$ cat config.mk
export PLATFORM = sky130hd
export DESIGN_NAME = ray_sphere_nearest_pick_top
export DESIGN_NICKNAME = d
export VERILOG_FILES = /design/src/rtl/rsnp_pkg.sv /design/src/rtl/rsnp_mac.sv /design/src/rtl/rsnp_isqrt.sv /design/src/rtl/ray_sphere_nearest_pick_top.sv
export SDC_FILE = /design/constraint.sdc
export NUM_CORES = 2
export LEC_CHECK = 0
export BUFFER_PORTS_ARGS = -buffer_cell sky130_fd_sc_hd__buf_4
export CAP_MARGIN = 5
export CORE_MARGIN = 1.5
export CORE_UTILIZATION = 37
export CTS_BUF_LIST = sky130_fd_sc_hd__clkbuf_8
export CTS_CLUSTER_DIAMETER = 200
export CTS_CLUSTER_SIZE = 25
export DETAILED_ROUTE_END_ITERATION = 8
export GPL_TIMING_DRIVEN = 0
export SYNTH_ARGS = -nofsm -noshare
export SYNTH_HDL_FRONTEND = slang
export SYNTH_SLANG_ARGS = --single-unit
export TNS_END_PERCENT = 50
$ cat constraint.sdc
create_clock -name clk -period 23.5 [get_ports clk]
set_clock_uncertainty 0.05 [all_clocks]
set_input_delay 4.7 -clock clk [delete_from_list [all_inputs] [get_ports clk]]
set_output_delay 4.7 -clock clk [all_outputs]
set_load 0.03 [all_outputs]
$ cat src/rtl/rsnp_pkg.sv
// Shared types and constants of the ray-sphere nearest pick block.
package rsnp_pkg;

	// Raw coordinate difference width (origin minus centre, sign extended).
	localparam int CRD_W = 33;
	// Operand width of the serial multiplier and width of its accumulator.
	localparam int OPW = 68;
	localparam int ACC_W = 136;
	// Multiplier digit width and digit counts for short and long products.
	localparam int DIG_W = 4;
	localparam int DIGS_SHORT = 9;
	localparam int DIGS_LONG = 17;
	localparam int DCNT_W = 5;
	// Square root: radicand, root and partial remainder widths.
	localparam int RAD_W = 132;
	localparam int ROOT_W = 66;
	localparam int REM_W = 70;
	localparam int RCNT_W = 7;
	// Root numerator, quadratic coefficient a and distance widths.
	localparam int NUM_W = 70;
	localparam int A_W = 64;
	localparam int T_W = 32;
	localparam int FRAC_W = 16;

	// Configuration register indexes.
	localparam int CFG_IDX_W = 3;
	localparam logic [CFG_IDX_W-1:0] REG_ORIGIN_X = 3'd0;
	localparam logic [CFG_IDX_W-1:0] REG_ORIGIN_Y = 3'd1;
	localparam logic [CFG_IDX_W-1:0] REG_ORIGIN_Z = 3'd2;
	localparam logic [CFG_IDX_W-1:0] REG_DIR_X = 3'd3;
	localparam logic [CFG_IDX_W-1:0] REG_DIR_Y = 3'd4;
	localparam logic [CFG_IDX_W-1:0] REG_DIR_Z = 3'd5;

	// Multiply-accumulate sequence steps.
	localparam int STEP_W = 4;
	localparam logic [STEP_W-1:0] STEP_DXX = 4'd0;
	localparam logic [STEP_W-1:0] STEP_DYY = 4'd1;
	localparam logic [STEP_W-1:0] STEP_DZZ = 4'd2;
	localparam logic [STEP_W-1:0] STEP_ODX = 4'd3;
	localparam logic [STEP_W-1:0] STEP_ODY = 4'd4;
	localparam logic [STEP_W-1:0] STEP_ODZ = 4'd5;
	localparam logic [STEP_W-1:0] STEP_OOX = 4'd6;
	localparam logic [STEP_W-1:0] STEP_OOY = 4'd7;
	localparam logic [STEP_W-1:0] STEP_OOZ = 4'd8;
	localparam logic [STEP_W-1:0] STEP_RR = 4'd9;
	localparam logic [STEP_W-1:0] STEP_HBB = 4'd10;
	localparam logic [STEP_W-1:0] STEP_ACC = 4'd11;

	typedef struct packed {
		logic start;
		logic clear;
		logic neg;
		logic long_op;
	} mac_ctl_t;

endpackage

$ cat src/rtl/rsnp_mac.sv
// Digit-serial signed multiply-accumulate unit.
module rsnp_mac (
	input  logic                                 clk,
	input  logic                                 arst_n,
	input  rsnp_pkg::mac_ctl_t                   ctl,
	input  logic signed [rsnp_pkg::OPW-1:0]      x,
	input  logic signed [rsnp_pkg::OPW-1:0]      y,
	output logic                                 done,
	output logic signed [rsnp_pkg::ACC_W-1:0]    acc
);

	localparam int OPW = rsnp_pkg::OPW;
	localparam int ACC_W = rsnp_pkg::ACC_W;
	localparam int DIG_W = rsnp_pkg::DIG_W;
	localparam int DCNT_W = rsnp_pkg::DCNT_W;
	localparam int SHORT_SH = OPW - rsnp_pkg::DIGS_SHORT * DIG_W;

	logic              busy_q;
	logic              done_q;
	logic [DCNT_W-1:0] cnt_q;
	logic [OPW-1:0]    xm_q;
	logic [OPW-1:0]    ym_q;
	logic [ACC_W-1:0]  p_q;
	logic              sgn_q;
	logic              clr_q;
	logic [ACC_W-1:0]  acc_q;

	logic [OPW-1:0]       xabs;
	logic [OPW-1:0]       yabs;
	logic [OPW-1:0]       yalign;
	logic [DIG_W-1:0]     digit;
	logic [OPW+DIG_W-1:0] pp;
	logic [ACC_W-1:0]     p_next;
	logic [ACC_W-1:0]     term;
	logic [ACC_W-1:0]     base;

	always_comb begin
		xabs = x[OPW-1] ? (~x + 1'b1) : x;
		yabs = y[OPW-1] ? (~y + 1'b1) : y;
		// Short products are left aligned so the top digit comes out first.
		yalign = ctl.long_op ? yabs : (yabs << SHORT_SH);
		digit = ym_q[OPW-1 -: DIG_W];
		pp = xm_q * digit;
		p_next = (p_q << DIG_W) + ACC_W'(pp);
		term = sgn_q ? (~p_q + 1'b1) : p_q;
		base = clr_q ? '0 : acc_q;
	end

	always_ff @(posedge clk or negedge arst_n) begin
		if (!arst_n) begin
			busy_q <= 1'b0;
			done_q <= 1'b0;
			cnt_q <= '0;
		end else begin
			done_q <= 1'b0;
			if (ctl.start) begin
				busy_q <= 1'b1;
				cnt_q <= ctl.long_op ? DCNT_W'(rsnp_pkg::DIGS_LONG)
					: DCNT_W'(rsnp_pkg::DIGS_SHORT);
			end else if (busy_q) begin
				if (cnt_q != '0) begin
					cnt_q <= cnt_q - 1'b1;
				end else begin
					busy_q <= 1'b0;
					done_q <= 1'b1;
				end
			end
		end
	end

	always_ff @(posedge clk) begin
		if (ctl.start) begin
			xm_q <= xabs;
			ym_q <= yalign;
			p_q <= '0;
			sgn_q <= x[OPW-1] ^ y[OPW-1] ^ ctl.neg;
			clr_q <= ctl.clear;
		end else if (busy_q) begin
			if (cnt_q != '0) begin
				p_q <= p_next;
				ym_q <= ym_q << DIG_W;
			end else begin
				acc_q <= base + term;
			end
		end
	end

	assign done = done_q;
	assign acc = acc_q;

endmodule

$ cat src/rtl/rsnp_isqrt.sv
// Bit-serial integer square root, one root bit per cycle.
module rsnp_isqrt (
	input  logic                          clk,
	input  logic                          arst_n,
	input  logic                          start,
	input  logic [rsnp_pkg::RAD_W-1:0]    radicand,
	output logic                          done,
	output logic [rsnp_pkg::ROOT_W-1:0]   root
);

	localparam int RAD_W = rsnp_pkg::RAD_W;
	localparam int ROOT_W = rsnp_pkg::ROOT_W;
	localparam int REM_W = rsnp_pkg::REM_W;
	localparam int RCNT_W = rsnp_pkg::RCNT_W;

	logic              busy_q;
	logic              done_q;
	logic [RCNT_W-1:0] cnt_q;
	logic [RAD_W-1:0]  x_q;
	logic [REM_W-1:0]  rem_q;
	logic [ROOT_W-1:0] root_q;

	logic [REM_W-1:0] rem_sh;
	logic [REM_W-1:0] trial;
	logic             ge;

	always_comb begin
		rem_sh = {rem_q[REM_W-3:0], x_q[RAD_W-1 -: 2]};
		trial = REM_W'({root_q, 2'b01});
		ge = rem_sh >= trial;
	end

	always_ff @(posedge clk or negedge arst_n) begin
		if (!arst_n) begin
			busy_q <= 1'b0;
			done_q <= 1'b0;
			cnt_q <= '0;
		end else begin
			done_q <= 1'b0;
			if (start) begin
				busy_q <= 1'b1;
				cnt_q <= RCNT_W'(ROOT_W);
			end else if (busy_q) begin
				cnt_q <= cnt_q - 1'b1;
				if (cnt_q == RCNT_W'(1)) begin
					busy_q <= 1'b0;
					done_q <= 1'b1;
				end
			end
		end
	end

	always_ff @(posedge clk) begin
		if (start) begin
			x_q <= radicand;
			rem_q <= '0;
			root_q <= '0;
		end else if (busy_q) begin
			x_q <= x_q << 2;
			rem_q <= ge ? (rem_sh - trial) : rem_sh;
			root_q <= {root_q[ROOT_W-2:0], ge};
		end
	end

	assign done = done_q;
	assign root = root_q;

endmodule

$ cat src/rtl/ray_sphere_nearest_pick_top.sv
// Ray-sphere nearest hit picker over a stream of spheres, top level.
// Each sphere runs twelve products on a 4-bit-digit serial multiplier
// (short and long), a square root and a restoring divide. Spheres with
// no positive radius, or past the sphere cap, skip the arithmetic. The
// result of a pick is registered in the output state once its last sphere
// finishes. Reset clears the ray registers and the pick state.
module ray_sphere_nearest_pick_top #(
	parameter int MAX_SPHERES = 256
) (
	input  logic                                  clk,
	input  logic                                  arst_n,
	input  logic                                  cfg_valid,
	output logic                                  cfg_ready,
	input  logic [rsnp_pkg::CFG_IDX_W-1:0]        cfg_index,
	input  logic [31:0]                           cfg_data,
	input  logic                                  in_valid,
	output logic                                  in_ready,
	input  logic signed [31:0]                    centre_x,
	input  logic signed [31:0]                    centre_y,
	input  logic signed [31:0]                    centre_z,
	input  logic signed [31:0]                    sphere_radius,
	input  logic                                  last_sphere,
	output logic                                  out_valid,
	input  logic                                  out_ready,
	output logic                                  hit_found,
	output logic [7:0]                            hit_index,
	output logic [31:0]                           hit_distance
);

	localparam int CRD_W = rsnp_pkg::CRD_W;
	localparam int OPW = rsnp_pkg::OPW;
	localparam int ACC_W = rsnp_pkg::ACC_W;
	localparam int RAD_W = rsnp_pkg::RAD_W;
	localparam int ROOT_W = rsnp_pkg::ROOT_W;
	localparam int NUM_W = rsnp_pkg::NUM_W;
	localparam int A_W = rsnp_pkg::A_W;
	localparam int T_W = rsnp_pkg::T_W;
	localparam int FRAC_W = rsnp_pkg::FRAC_W;
	localparam int STEP_W = rsnp_pkg::STEP_W;
	localparam int CNT_W = $clog2(MAX_SPHERES + 1);
	localparam int DREM_W = A_W + 1;
	localparam int QCNT_W = 6;

	typedef enum logic [3:0] {
		S_IDLE,
		S_MAC_GO,
		S_MAC_WAIT,
		S_SQRT_GO,
		S_SQRT_WAIT,
		S_DIV_SETUP,
		S_DIV,
		S_FINISH,
		S_OUT
	} state_t;

	// Ray registers.
	logic signed [31:0] org_x_q, org_y_q, org_z_q;
	logic signed [31:0] dir_x_q, dir_y_q, dir_z_q;

	state_t                   state_q;
	logic [STEP_W-1:0]        step_q;
	logic signed [CRD_W-1:0]  oc_x_q, oc_y_q, oc_z_q;
	logic signed [CRD_W-1:0]  rad_q;
	logic                     last_q;
	logic                     in_range_q;
	logic [A_W-1:0]           a_q;
	logic signed [OPW-1:0]    hb_q;
	logic signed [OPW-1:0]    cc_q;
	logic [NUM_W-1:0]         num_q;
	logic [DREM_W-1:0]        drem_q;
	logic [T_W-1:0]           dsh_q;
	logic [T_W-1:0]           dq_q;
	logic [QCNT_W-1:0]        dcnt_q;
	logic                     hit_q;
	logic [T_W-1:0]           t_q;
	logic                     best_valid_q;
	logic [7:0]               best_pos_q;
	logic [T_W-1:0]           best_t_q;
	logic [CNT_W-1:0]         cnt_q;
	logic                     out_valid_q;
	logic                     out_hit_q;
	logic [7:0]               out_index_q;
	logic [T_W-1:0]           out_dist_q;

	rsnp_pkg::mac_ctl_t       mac_ctl;
	logic signed [OPW-1:0]    mac_x, mac_y;
	logic                     mac_done;
	logic signed [ACC_W-1:0]  mac_acc;
	logic                     sq_start;
	logic                     sq_done;
	logic [ROOT_W-1:0]        sq_root;

	logic signed [CRD_W-1:0]  dx, dy, dz;
	logic signed [NUM_W-1:0]  nb, near_n, far_n, root_x;
	logic [DREM_W:0]          r2;
	logic                     dge;
	logic [CNT_W+7:0]         pos_ext;
	logic                     take;

	always_ff @(posedge clk or negedge arst_n) begin
		if (!arst_n) begin
			org_x_q <= '0;
			org_y_q <= '0;
			org_z_q <= '0;
			dir_x_q <= '0;
			dir_y_q <= '0;
			dir_z_q <= '0;
		end else if (cfg_valid && cfg_ready) begin
			case (cfg_index)
				rsnp_pkg::REG_ORIGIN_X: org_x_q <= cfg_data;
				rsnp_pkg::REG_ORIGIN_Y: org_y_q <= cfg_data;
				rsnp_pkg::REG_ORIGIN_Z: org_z_q <= cfg_data;
				rsnp_pkg::REG_DIR_X: dir_x_q <= cfg_data;
				rsnp_pkg::REG_DIR_Y: dir_y_q <= cfg_data;
				rsnp_pkg::REG_DIR_Z: dir_z_q <= cfg_data;
				default: ;
			endcase
		end
	end

	assign cfg_ready = 1'b1;

	always_comb begin
		dx = CRD_W'(dir_x_q);
		dy = CRD_W'(dir_y_q);
		dz = CRD_W'(dir_z_q);
		mac_ctl.start = state_q == S_MAC_GO;
		mac_ctl.clear = step_q == rsnp_pkg::STEP_DXX || step_q == rsnp_pkg::STEP_ODX
			|| step_q == rsnp_pkg::STEP_OOX || step_q == rsnp_pkg::STEP_HBB;
		mac_ctl.neg = step_q == rsnp_pkg::STEP_RR || step_q == rsnp_pkg::STEP_ACC;
		mac_ctl.long_op = step_q == rsnp_pkg::STEP_HBB || step_q == rsnp_pkg::STEP_ACC;
		case (step_q)
			rsnp_pkg::STEP_DXX: begin mac_x = OPW'(dx); mac_y = OPW'(dx); end
			rsnp_pkg::STEP_DYY: begin mac_x = OPW'(dy); mac_y = OPW'(dy); end
			rsnp_pkg::STEP_DZZ: begin mac_x = OPW'(dz); mac_y = OPW'(dz); end
			rsnp_pkg::STEP_ODX: begin mac_x = OPW'(oc_x_q); mac_y = OPW'(dx); end
			rsnp_pkg::STEP_ODY: begin mac_x = OPW'(oc_y_q); mac_y = OPW'(dy); end
			rsnp_pkg::STEP_ODZ: begin mac_x = OPW'(oc_z_q); mac_y = OPW'(dz); end
			rsnp_pkg::STEP_OOX: begin mac_x = OPW'(oc_x_q); mac_y = OPW'(oc_x_q); end
			rsnp_pkg::STEP_OOY: begin mac_x = OPW'(oc_y_q); mac_y = OPW'(oc_y_q); end
			rsnp_pkg::STEP_OOZ: begin mac_x = OPW'(oc_z_q); mac_y = OPW'(oc_z_q); end
			rsnp_pkg::STEP_RR: begin mac_x = OPW'(rad_q); mac_y = OPW'(rad_q); end
			rsnp_pkg::STEP_HBB: begin mac_x = hb_q; mac_y = hb_q; end
			rsnp_pkg::STEP_ACC: begin mac_x = OPW'({1'b0, a_q}); mac_y = cc_q; end
			default: begin mac_x = '0; mac_y = '0; end
		endcase
		sq_start = state_q == S_SQRT_GO;
		// Near and far numerators of the half-b roots, scaled by a.
		nb = -NUM_W'(hb_q);
		root_x = NUM_W'(sq_root);
		near_n = nb - root_x;
		far_n = nb + root_x;
		r2 = {drem_q, dsh_q[T_W-1]};
		dge = r2 >= (DREM_W + 1)'(a_q);
		pos_ext = {8'b0, cnt_q};
		take = in_range_q && hit_q && (!best_valid_q || t_q < best_t_q);
	end

	rsnp_mac u_mac (
		.clk    (clk),
		.arst_n (arst_n),
		.ctl    (mac_ctl),
		.x      (mac_x),
		.y      (mac_y),
		.done   (mac_done),
		.acc    (mac_acc)
	);

	rsnp_isqrt u_isqrt (
		.clk      (clk),
		.arst_n   (arst_n),
		.start    (sq_start),
		.radicand (mac_acc[RAD_W-1:0]),
		.done     (sq_done),
		.root     (sq_root)
	);

	always_ff @(posedge clk or negedge arst_n) begin
		if (!arst_n) begin
			state_q <= S_IDLE;
			step_q <= '0;
			hit_q <= 1'b0;
			in_range_q <= 1'b0;
			last_q <= 1'b0;
			best_valid_q <= 1'b0;
			best_pos_q <= '0;
			best_t_q <= '0;
			cnt_q <= '0;
			out_valid_q <= 1'b0;
			out_hit_q <= 1'b0;
			out_index_q <= '0;
			out_dist_q <= '0;
		end else begin
			if (out_valid_q && out_ready && state_q != S_OUT) begin
				out_valid_q <= 1'b0;
			end
			case (state_q)
				S_IDLE: begin
					if (in_valid) begin
						oc_x_q <= CRD_W'(org_x_q) - CRD_W'(centre_x);
						oc_y_q <= CRD_W'(org_y_q) - CRD_W'(centre_y);
						oc_z_q <= CRD_W'(org_z_q) - CRD_W'(centre_z);
						rad_q <= CRD_W'(sphere_radius);
						last_q <= last_sphere;
						hit_q <= 1'b0;
						step_q <= rsnp_pkg::STEP_DXX;
						in_range_q <= cnt_q < CNT_W'(MAX_SPHERES);
						if (cnt_q < CNT_W'(MAX_SPHERES) && sphere_radius > 0) begin
							state_q <= S_MAC_GO;
						end else begin
							state_q <= S_FINISH;
						end
					end
				end
				S_MAC_GO: begin
					state_q <= S_MAC_WAIT;
				end
				S_MAC_WAIT: begin
					if (mac_done) begin
						case (step_q)
							rsnp_pkg::STEP_DZZ: a_q <= mac_acc[A_W-1:0];
							rsnp_pkg::STEP_ODZ: hb_q <= mac_acc[OPW-1:0];
							rsnp_pkg::STEP_RR: cc_q <= mac_acc[OPW-1:0];
							default: ;
						endcase
						if (step_q == rsnp_pkg::STEP_ACC) begin
							// A zero direction or a negative discriminant misses.
							if (mac_acc[ACC_W-1] || a_q == '0) begin
								state_q <= S_FINISH;
							end else begin
								state_q <= S_SQRT_GO;
							end
						end else begin
							step_q <= step_q + 1'b1;
							state_q <= S_MAC_GO;
						end
					end
				end
				S_SQRT_GO: begin
					state_q <= S_SQRT_WAIT;
				end
				S_SQRT_WAIT: begin
					if (sq_done) begin
						if (!near_n[NUM_W-1]) begin
							num_q <= near_n;
							state_q <= S_DIV_SETUP;
						end else if (!far_n[NUM_W-1]) begin
							num_q <= far_n;
							state_q <= S_DIV_SETUP;
						end else begin
							state_q <= S_FINISH;
						end
					end
				end
				S_DIV_SETUP: begin
					// A quotient of 2^32 or more saturates.
					if (A_W'(num_q[NUM_W-1:FRAC_W]) >= a_q) begin
						t_q <= '1;
						hit_q <= 1'b1;
						state_q <= S_FINISH;
					end else begin
						drem_q <= DREM_W'(num_q[NUM_W-1:FRAC_W]);
						dsh_q <= {num_q[FRAC_W-1:0], FRAC_W'(0)};
						dq_q <= '0;
						dcnt_q <= QCNT_W'(T_W);
						state_q <= S_DIV;
					end
				end
				S_DIV: begin
					drem_q <= dge ? DREM_W'(r2 - (DREM_W + 1)'(a_q)) : r2[DREM_W-1:0];
					dq_q <= {dq_q[T_W-2:0], dge};
					dsh_q <= dsh_q << 1;
					dcnt_q <= dcnt_q - 1'b1;
					if (dcnt_q == QCNT_W'(1)) begin
						t_q <= {dq_q[T_W-2:0], dge};
						hit_q <= 1'b1;
						state_q <= S_FINISH;
					end
				end
				S_FINISH: begin
					if (in_range_q) begin
						cnt_q <= cnt_q + 1'b1;
					end
					if (take) begin
						best_valid_q <= 1'b1;
						best_pos_q <= pos_ext[7:0];
						best_t_q <= t_q;
					end
					state_q <= last_q ? S_OUT : S_IDLE;
				end
				S_OUT: begin
					if (!out_valid_q || out_ready) begin
						out_valid_q <= 1'b1;
						out_hit_q <= best_valid_q;
						out_index_q <= best_valid_q ? best_pos_q : '0;
						out_dist_q <= best_valid_q ? best_t_q : '0;
						best_valid_q <= 1'b0;
						best_pos_q <= '0;
						best_t_q <= '0;
						cnt_q <= '0;
						state_q <= S_IDLE;
					end
				end
				default: state_q <= S_IDLE;
			endcase
		end
	end

	assign in_ready = state_q == S_IDLE;
	assign out_valid = out_valid_q;
	assign hit_found = out_hit_q;
	assign hit_index = out_index_q;
	assign hit_distance = out_dist_q;

endmodule

== Yosys cells after proc, flatten, opt, wreduce, memory -nomap -nowiden ==
Index checks and enable logic that the tools add are counted.
Widths: inputs -> output; s select.
Cells by class
  $add $sub $neg: 18
  multiply operators: 1
  order comparisons: 6
  eq/ne operators: 38
  muxes and demuxes: 83
  bitwise operators: 7
  reduce and logical (&&, ||, !) cells: 56
Operators with widths (number)
  $pmux 68 s9: 2
  $mux 68: 6
  $mux 136: 2
  $mux 132: 2
  $mux 32: 6
  $pmux 32 s2: 3
  $mux 69: 2
  $add 136x1->136 const B: 1
  $add 136x136->136: 1
  $add 136x72->136: 1
  $add 68x1->68 const B: 2
  $not 136->136: 1
  $not 68->68: 2
  $mux 65: 2
  $pmux 65 s2: 1
  $sub 32x32->33: 3
  $mul 68x4->72: 1
  $add 70x67->70: 1
  $ge 70x68->1: 1
  $neg 68->70: 1
  $sub 70x67->70: 1
  $sub 68x68->68: 1
  $mux 67: 1
  $ge 66x64->1: 1
  56 further kinds: 164
Storage, ports and cells
  flip-flop bits (word level): 1553
  output and inout bits: 44
  logic and storage cells: 257

== Longest topological paths before layout ==
  word-level depth: 8
  gate-level depth with buffers: 26
  mapped depth without buffers: 26

== By module ==
A second synthesis with hierarchy kept.
Unflattened totals
  cells, all modules: 11902
  area, all modules: 111339.3 µm²
Modules (own cells, without submodules)
  ray_sphere_nearest_pick_top: instances 1, cells each 5332, area each 53670.2 µm², sequential area each 23897.9 µm²
  rsnp_mac: instances 1, cells each 4981, area each 42109.1 µm², sequential area each 11125.7 µm²
  rsnp_isqrt: instances 1, cells each 1589, area each 15559.9 µm², sequential area each 6871.6 µm²

== Least setup slack after synthesis ==
OpenSTA, ideal clock, no wires.
  path type: input-to-reg
  from: input port arst_n
  to: register a_q[0] (enable)
  library setup time: 0.644 ns
  data arrival time: 10.845 ns
  data required time: 22.806 ns
  path slack: 11.961 ns
  cell stages on the path: 2
  path buffers: 0
  cell sequence: nand3_1 > nor4_1
Between the ends
  cells in the longest elaborated chain, start to end: 1
Ends and longest elaborated chain
  from (decl): RTL line ray_sphere_nearest_pick_top.sv:11  | input logic arst_n,
  $reduce_and 4->1 (no line)
  to (signal assigned): RTL line ray_sphere_nearest_pick_top.sv:221  | rsnp_pkg::STEP_DZZ: a_q <= mac_acc[A_W-1:0];
  to (decl): RTL line ray_sphere_nearest_pick_top.sv:66  | logic [A_W-1:0] a_q;
No other way between the ends.
A chain may end at the register's enable or synchronous reset.

== Worst setup path after layout ==
  from: register u_mac.ym_q[66]
  to: register u_mac.p_q[126]
Between the ends
  cells in the longest elaborated chain, start to end: 2
Ends and longest elaborated chain
  from (decl): RTL line rsnp_mac.sv:22  | logic [OPW-1:0] ym_q;
  from (signal assigned): RTL line rsnp_mac.sv:74  | ym_q <= yalign;
  from (signal assigned): RTL line rsnp_mac.sv:81  | ym_q <= ym_q << DIG_W;
  $mul 68x4->72: RTL line rsnp_mac.sv:43  | pp = xm_q * digit;
  $add 136x72->136: RTL line rsnp_mac.sv:44  | p_next = (p_q << DIG_W) + ACC_W'(pp);
  to (signal assigned): RTL line rsnp_mac.sv:80  | p_q <= p_next;
  to (decl): RTL line rsnp_mac.sv:23  | logic [ACC_W-1:0] p_q;
No other way between the ends.

==> results_dict.tcl <==
set metrics [dict create \
    post_cts_buffers 0 \
    synth_cells 12400 \
    power_w 0.01976 \
    synthFlopType "edfxtp_1" \
    path_cells "clkbuf_1 -> clkbuf_1 -> nand2_1 -> fa_1 -> fa_1 -> fa_1 -> inv_1 -> ha_1 -> a21o_1 -> a21o_1 -> a2111oi_0 -> o31ai_1 -> nand4_1 -> a211oi_1 -> nor3_1 -> o22ai_1 -> o31ai_1 -> clkbuf_1 -> nor4_1 -> xnor2_1 -> o21ai_0" \
    gp_congestion 1.015 \
    fmax_mhz 107.2 \
    numCtsBuffers 76 \
    synthTopCellsByCount "nand2_1 (1453), edfxtp_1 (956), a21oi_1 (946), inv_1 (777), nor2_1 (740)" \
    netSwitchingFraction_pct 52.53 \
    max_cap_viol_count 0 \
    cts_resized 0 \
    cp-end-kind "flip-flop" \
    hold_class "reg -> reg" \
    h-tree-depth 3 \
    synthArstFlopShare_pct 20.23 \
    slowest_stage "nor3_1" \
    yosys.area.top_type "edfxtp_1" \
    finalSetupTns_ps 0 \
    cts_tree "yes" \
    finalHoldViolCount 0 \
    grt_max_degree 100 \
    die_h_um 554.0 \
    ff_latch_area_um2 41900 \
    firstDrtPassIters 8 \
    nets 13800 \
    seq_power_share_pct 23.6 \
    tightest_slew_ps 1449 \
    max_stage_delay_ps 990 \
    area_growth_pct 7.957 \
    arrival_ps 10180 \
    vdd_drop_max_mv 0.2329 \
    drive_gt1_share_pct 6.270 \
    core_area_um2 302500 \
    postSynthAreaPerCell_um2 9.057 \
    hpwl_mm 352.8 \
    report.final.slew_viol_count 0 \
    io_buffers 210 \
    synth_cell_types 120 \
    cts_buffer_depth 4 \
    drt-initial-drc-count 11620 \
    ys_ff_latch 1537 \
    grt_overflow 0 \
    start_kind "flip-flop" \
    cp.required_ps 24350 \
    synth-edff-count 956 \
    status "complete, no violations" \
    grtUsageTotal_pct 27.89 \
    vias_per_cell 5.841 \
    pwr_density_cell_nw_per_um2 163.0 \
    pwr-share-clk_pct 6.4 \
    final-setup-viol-count 0 \
    rsz0062_at_grt "false" \
    synth_area_um2 112300 \
    p_int_w 0.009383 \
    die-area_um2 306900 \
    ant_nets 0 \
    netlist_top_cells_area "edfxtp_1 (26%), ha_1 (7.5%), dfrtp_1 (6.9%)" \
    wirelength_mm 441.3 \
    multi_input_area_um2 64930 \
    postCtsHoldBufs 0 \
    wl_per_cell_um 26.27 \
    cts_root_buf "clkbuf_8" \
    fp.dieW_um 554.0 \
    seq_area_frac_synth_pct 37.30 \
    row_count 202 \
    worstPathBufferInverterCount 4 \
    comb_power_share_pct 70.0 \
    synth.most_common_cell "nand2_1" \
    min_period_ps 9327 \
    clock_latency_ps 1080 \
    clk_pin_slew_ps 190 \
    pin_count 213 \
    critPathKind "reg -> reg" \
    yosysWarnings 0 \
    path_max_fanout 10 \
    start_util_pct 37.13 \
    antenna_found_initial 24 \
    hold_slack_ps 370.5 \
    grt_pass1_wl_mm 639.5 \
    clock_sinks 1537 \
    slew_headroom_pct 3.177 \
    drc 0 \
    p_leak_nw 49.66 \
    syn_nets 13450 \
    finalCritPeriodShare_pct 39.69 \
    synth_top_area_share_pct 25.56 \
    fillers 30400 \
    first_global_vias 92470 \
    via_count 98110 \
    power_switching_w 0.01038 \
    crit_family "compound AO/OA/AOI/OAI gates" \
]
-- power groups by stage --
stage	combinational, W	sequential, W	clock, W
after floorplan	0.00975	0.00444	0
after global placement	0.0135	0.00475	0
after detailed placement	0.0135	0.00469	0
after CTS	0.0136	0.00463	0.00130
after global routing	0.0153	0.00471	0.00137
final	0.0138	0.00466	0.00126
-- stage by stage --
stage	cells	utilization (%)	area, um^2	worst slack (ps)
2_1_floorplan	12400	-	112300	11960
3_3_place_gp	16590	39.29	118900	4599
3_5_place_dp	16650	39.63	119900	14460
4_1_cts	16790	40.07	121200	14350
5_1_grt	16790	40.07	121200	13890
6_report	16800	40.08	121300	14170
-- final cells by class --
cell class                 count  share of cell area [%]
timing repair buffer         273                   1.993
antenna                       12                 0.02477
clock inverter                55                  0.2033
buffer                       687                   2.264
inverter                     780                   2.415
multi-input combinational   9397                   53.55
clock buffer                  79                  0.8967
tap                         3978                   4.105
sequential                  1537                   34.55
-- kinds of logic (layout without fill, tap and decap cells) --
kind of cell	Yosys count	in the layout	synth area share [%]
fa+ha+maj	882	882	11.20
flops	1537	1537	37.30
buf+inv	1467	1874	5.043
other cells	1	13	0.003339
simple gates	4036	4036	17.62
compound gates	3260	3260	18.68
mux	355	355	3.420
xor+xnor	863	863	6.730
-- worst paths after layout --
check,start,cells after the start,slack (ps),to
worst min register to register,u_isqrt.x_q[92]$_DFFE_PP_,2,370,u_isqrt.x_q[94]$_DFFE_PP_
worst min-delay path,u_isqrt.x_q[92]$_DFFE_PP_,2,370,u_isqrt.x_q[94]$_DFFE_PP_
min in group asynchronous,arst_n,1,3530,org_y_q[30]$_DFFE_PN0P_
worst max-delay path,u_mac.ym_q[66]$_DFFE_PP_,21,14170,u_mac.p_q[126]$_SDFFE_PP0P_
max in group asynchronous,arst_n,3,18230,hit_distance[21]$_DFFE_PN0P_
worst max register to register,u_mac.ym_q[66]$_DFFE_PP_,21,14170,u_mac.p_q[126]$_SDFFE_PP0P_
-- placed cells by master, fill, tap and decap left out, drive strengths merged, types with 206 or more instances in the layout --
| cell type | count |
|---|---|
| a21o | 313 |
| a21oi | 946 |
| and2 | 299 |
| buf | 375 |
| clkbuf | 664 |
| dfrtp | 311 |
| dfxtp | 270 |
| edfxtp | 956 |
| fa | 206 |
| ha | 675 |
| inv | 832 |
| mux2 | 217 |
| nand2 | 1455 |
| nand3 | 236 |
| nor2 | 741 |
| nor2b | 257 |
| o21ai | 708 |
| xnor2 | 619 |
| xor2 | 244 |
-- state kept, by name, indices dropped and copies added, names as in the netlist, 64 cells and up --
name,flops
num_q,69
hb_q,68
a_q,64
u_mac.acc,136
u_mac.ym_q,68
u_mac.p_q,136
cc_q,68
drem_q,65
u_isqrt.rem_q,68
u_isqrt.x_q,132
u_isqrt.root,66
u_mac.xm_q,68
-- per-layer routing --
metal / up-vias / track usage, % / wire, um
li1: 44960 / - / -
met1: 48070 / 39.26 / 194300
met2: 4380 / 42.92 / 190900
met3: 699 / 3.892 / 35430
met4: 4 / 11.16 / 20630
met5: - / 0 / 31
-- worst min-delay path, cell delays in order, from the launching register on --
cell and delay, ps:
edfxtp_1 340, nand2_1 70, nand2_1 70
Power figures use the tool's default switching activity.
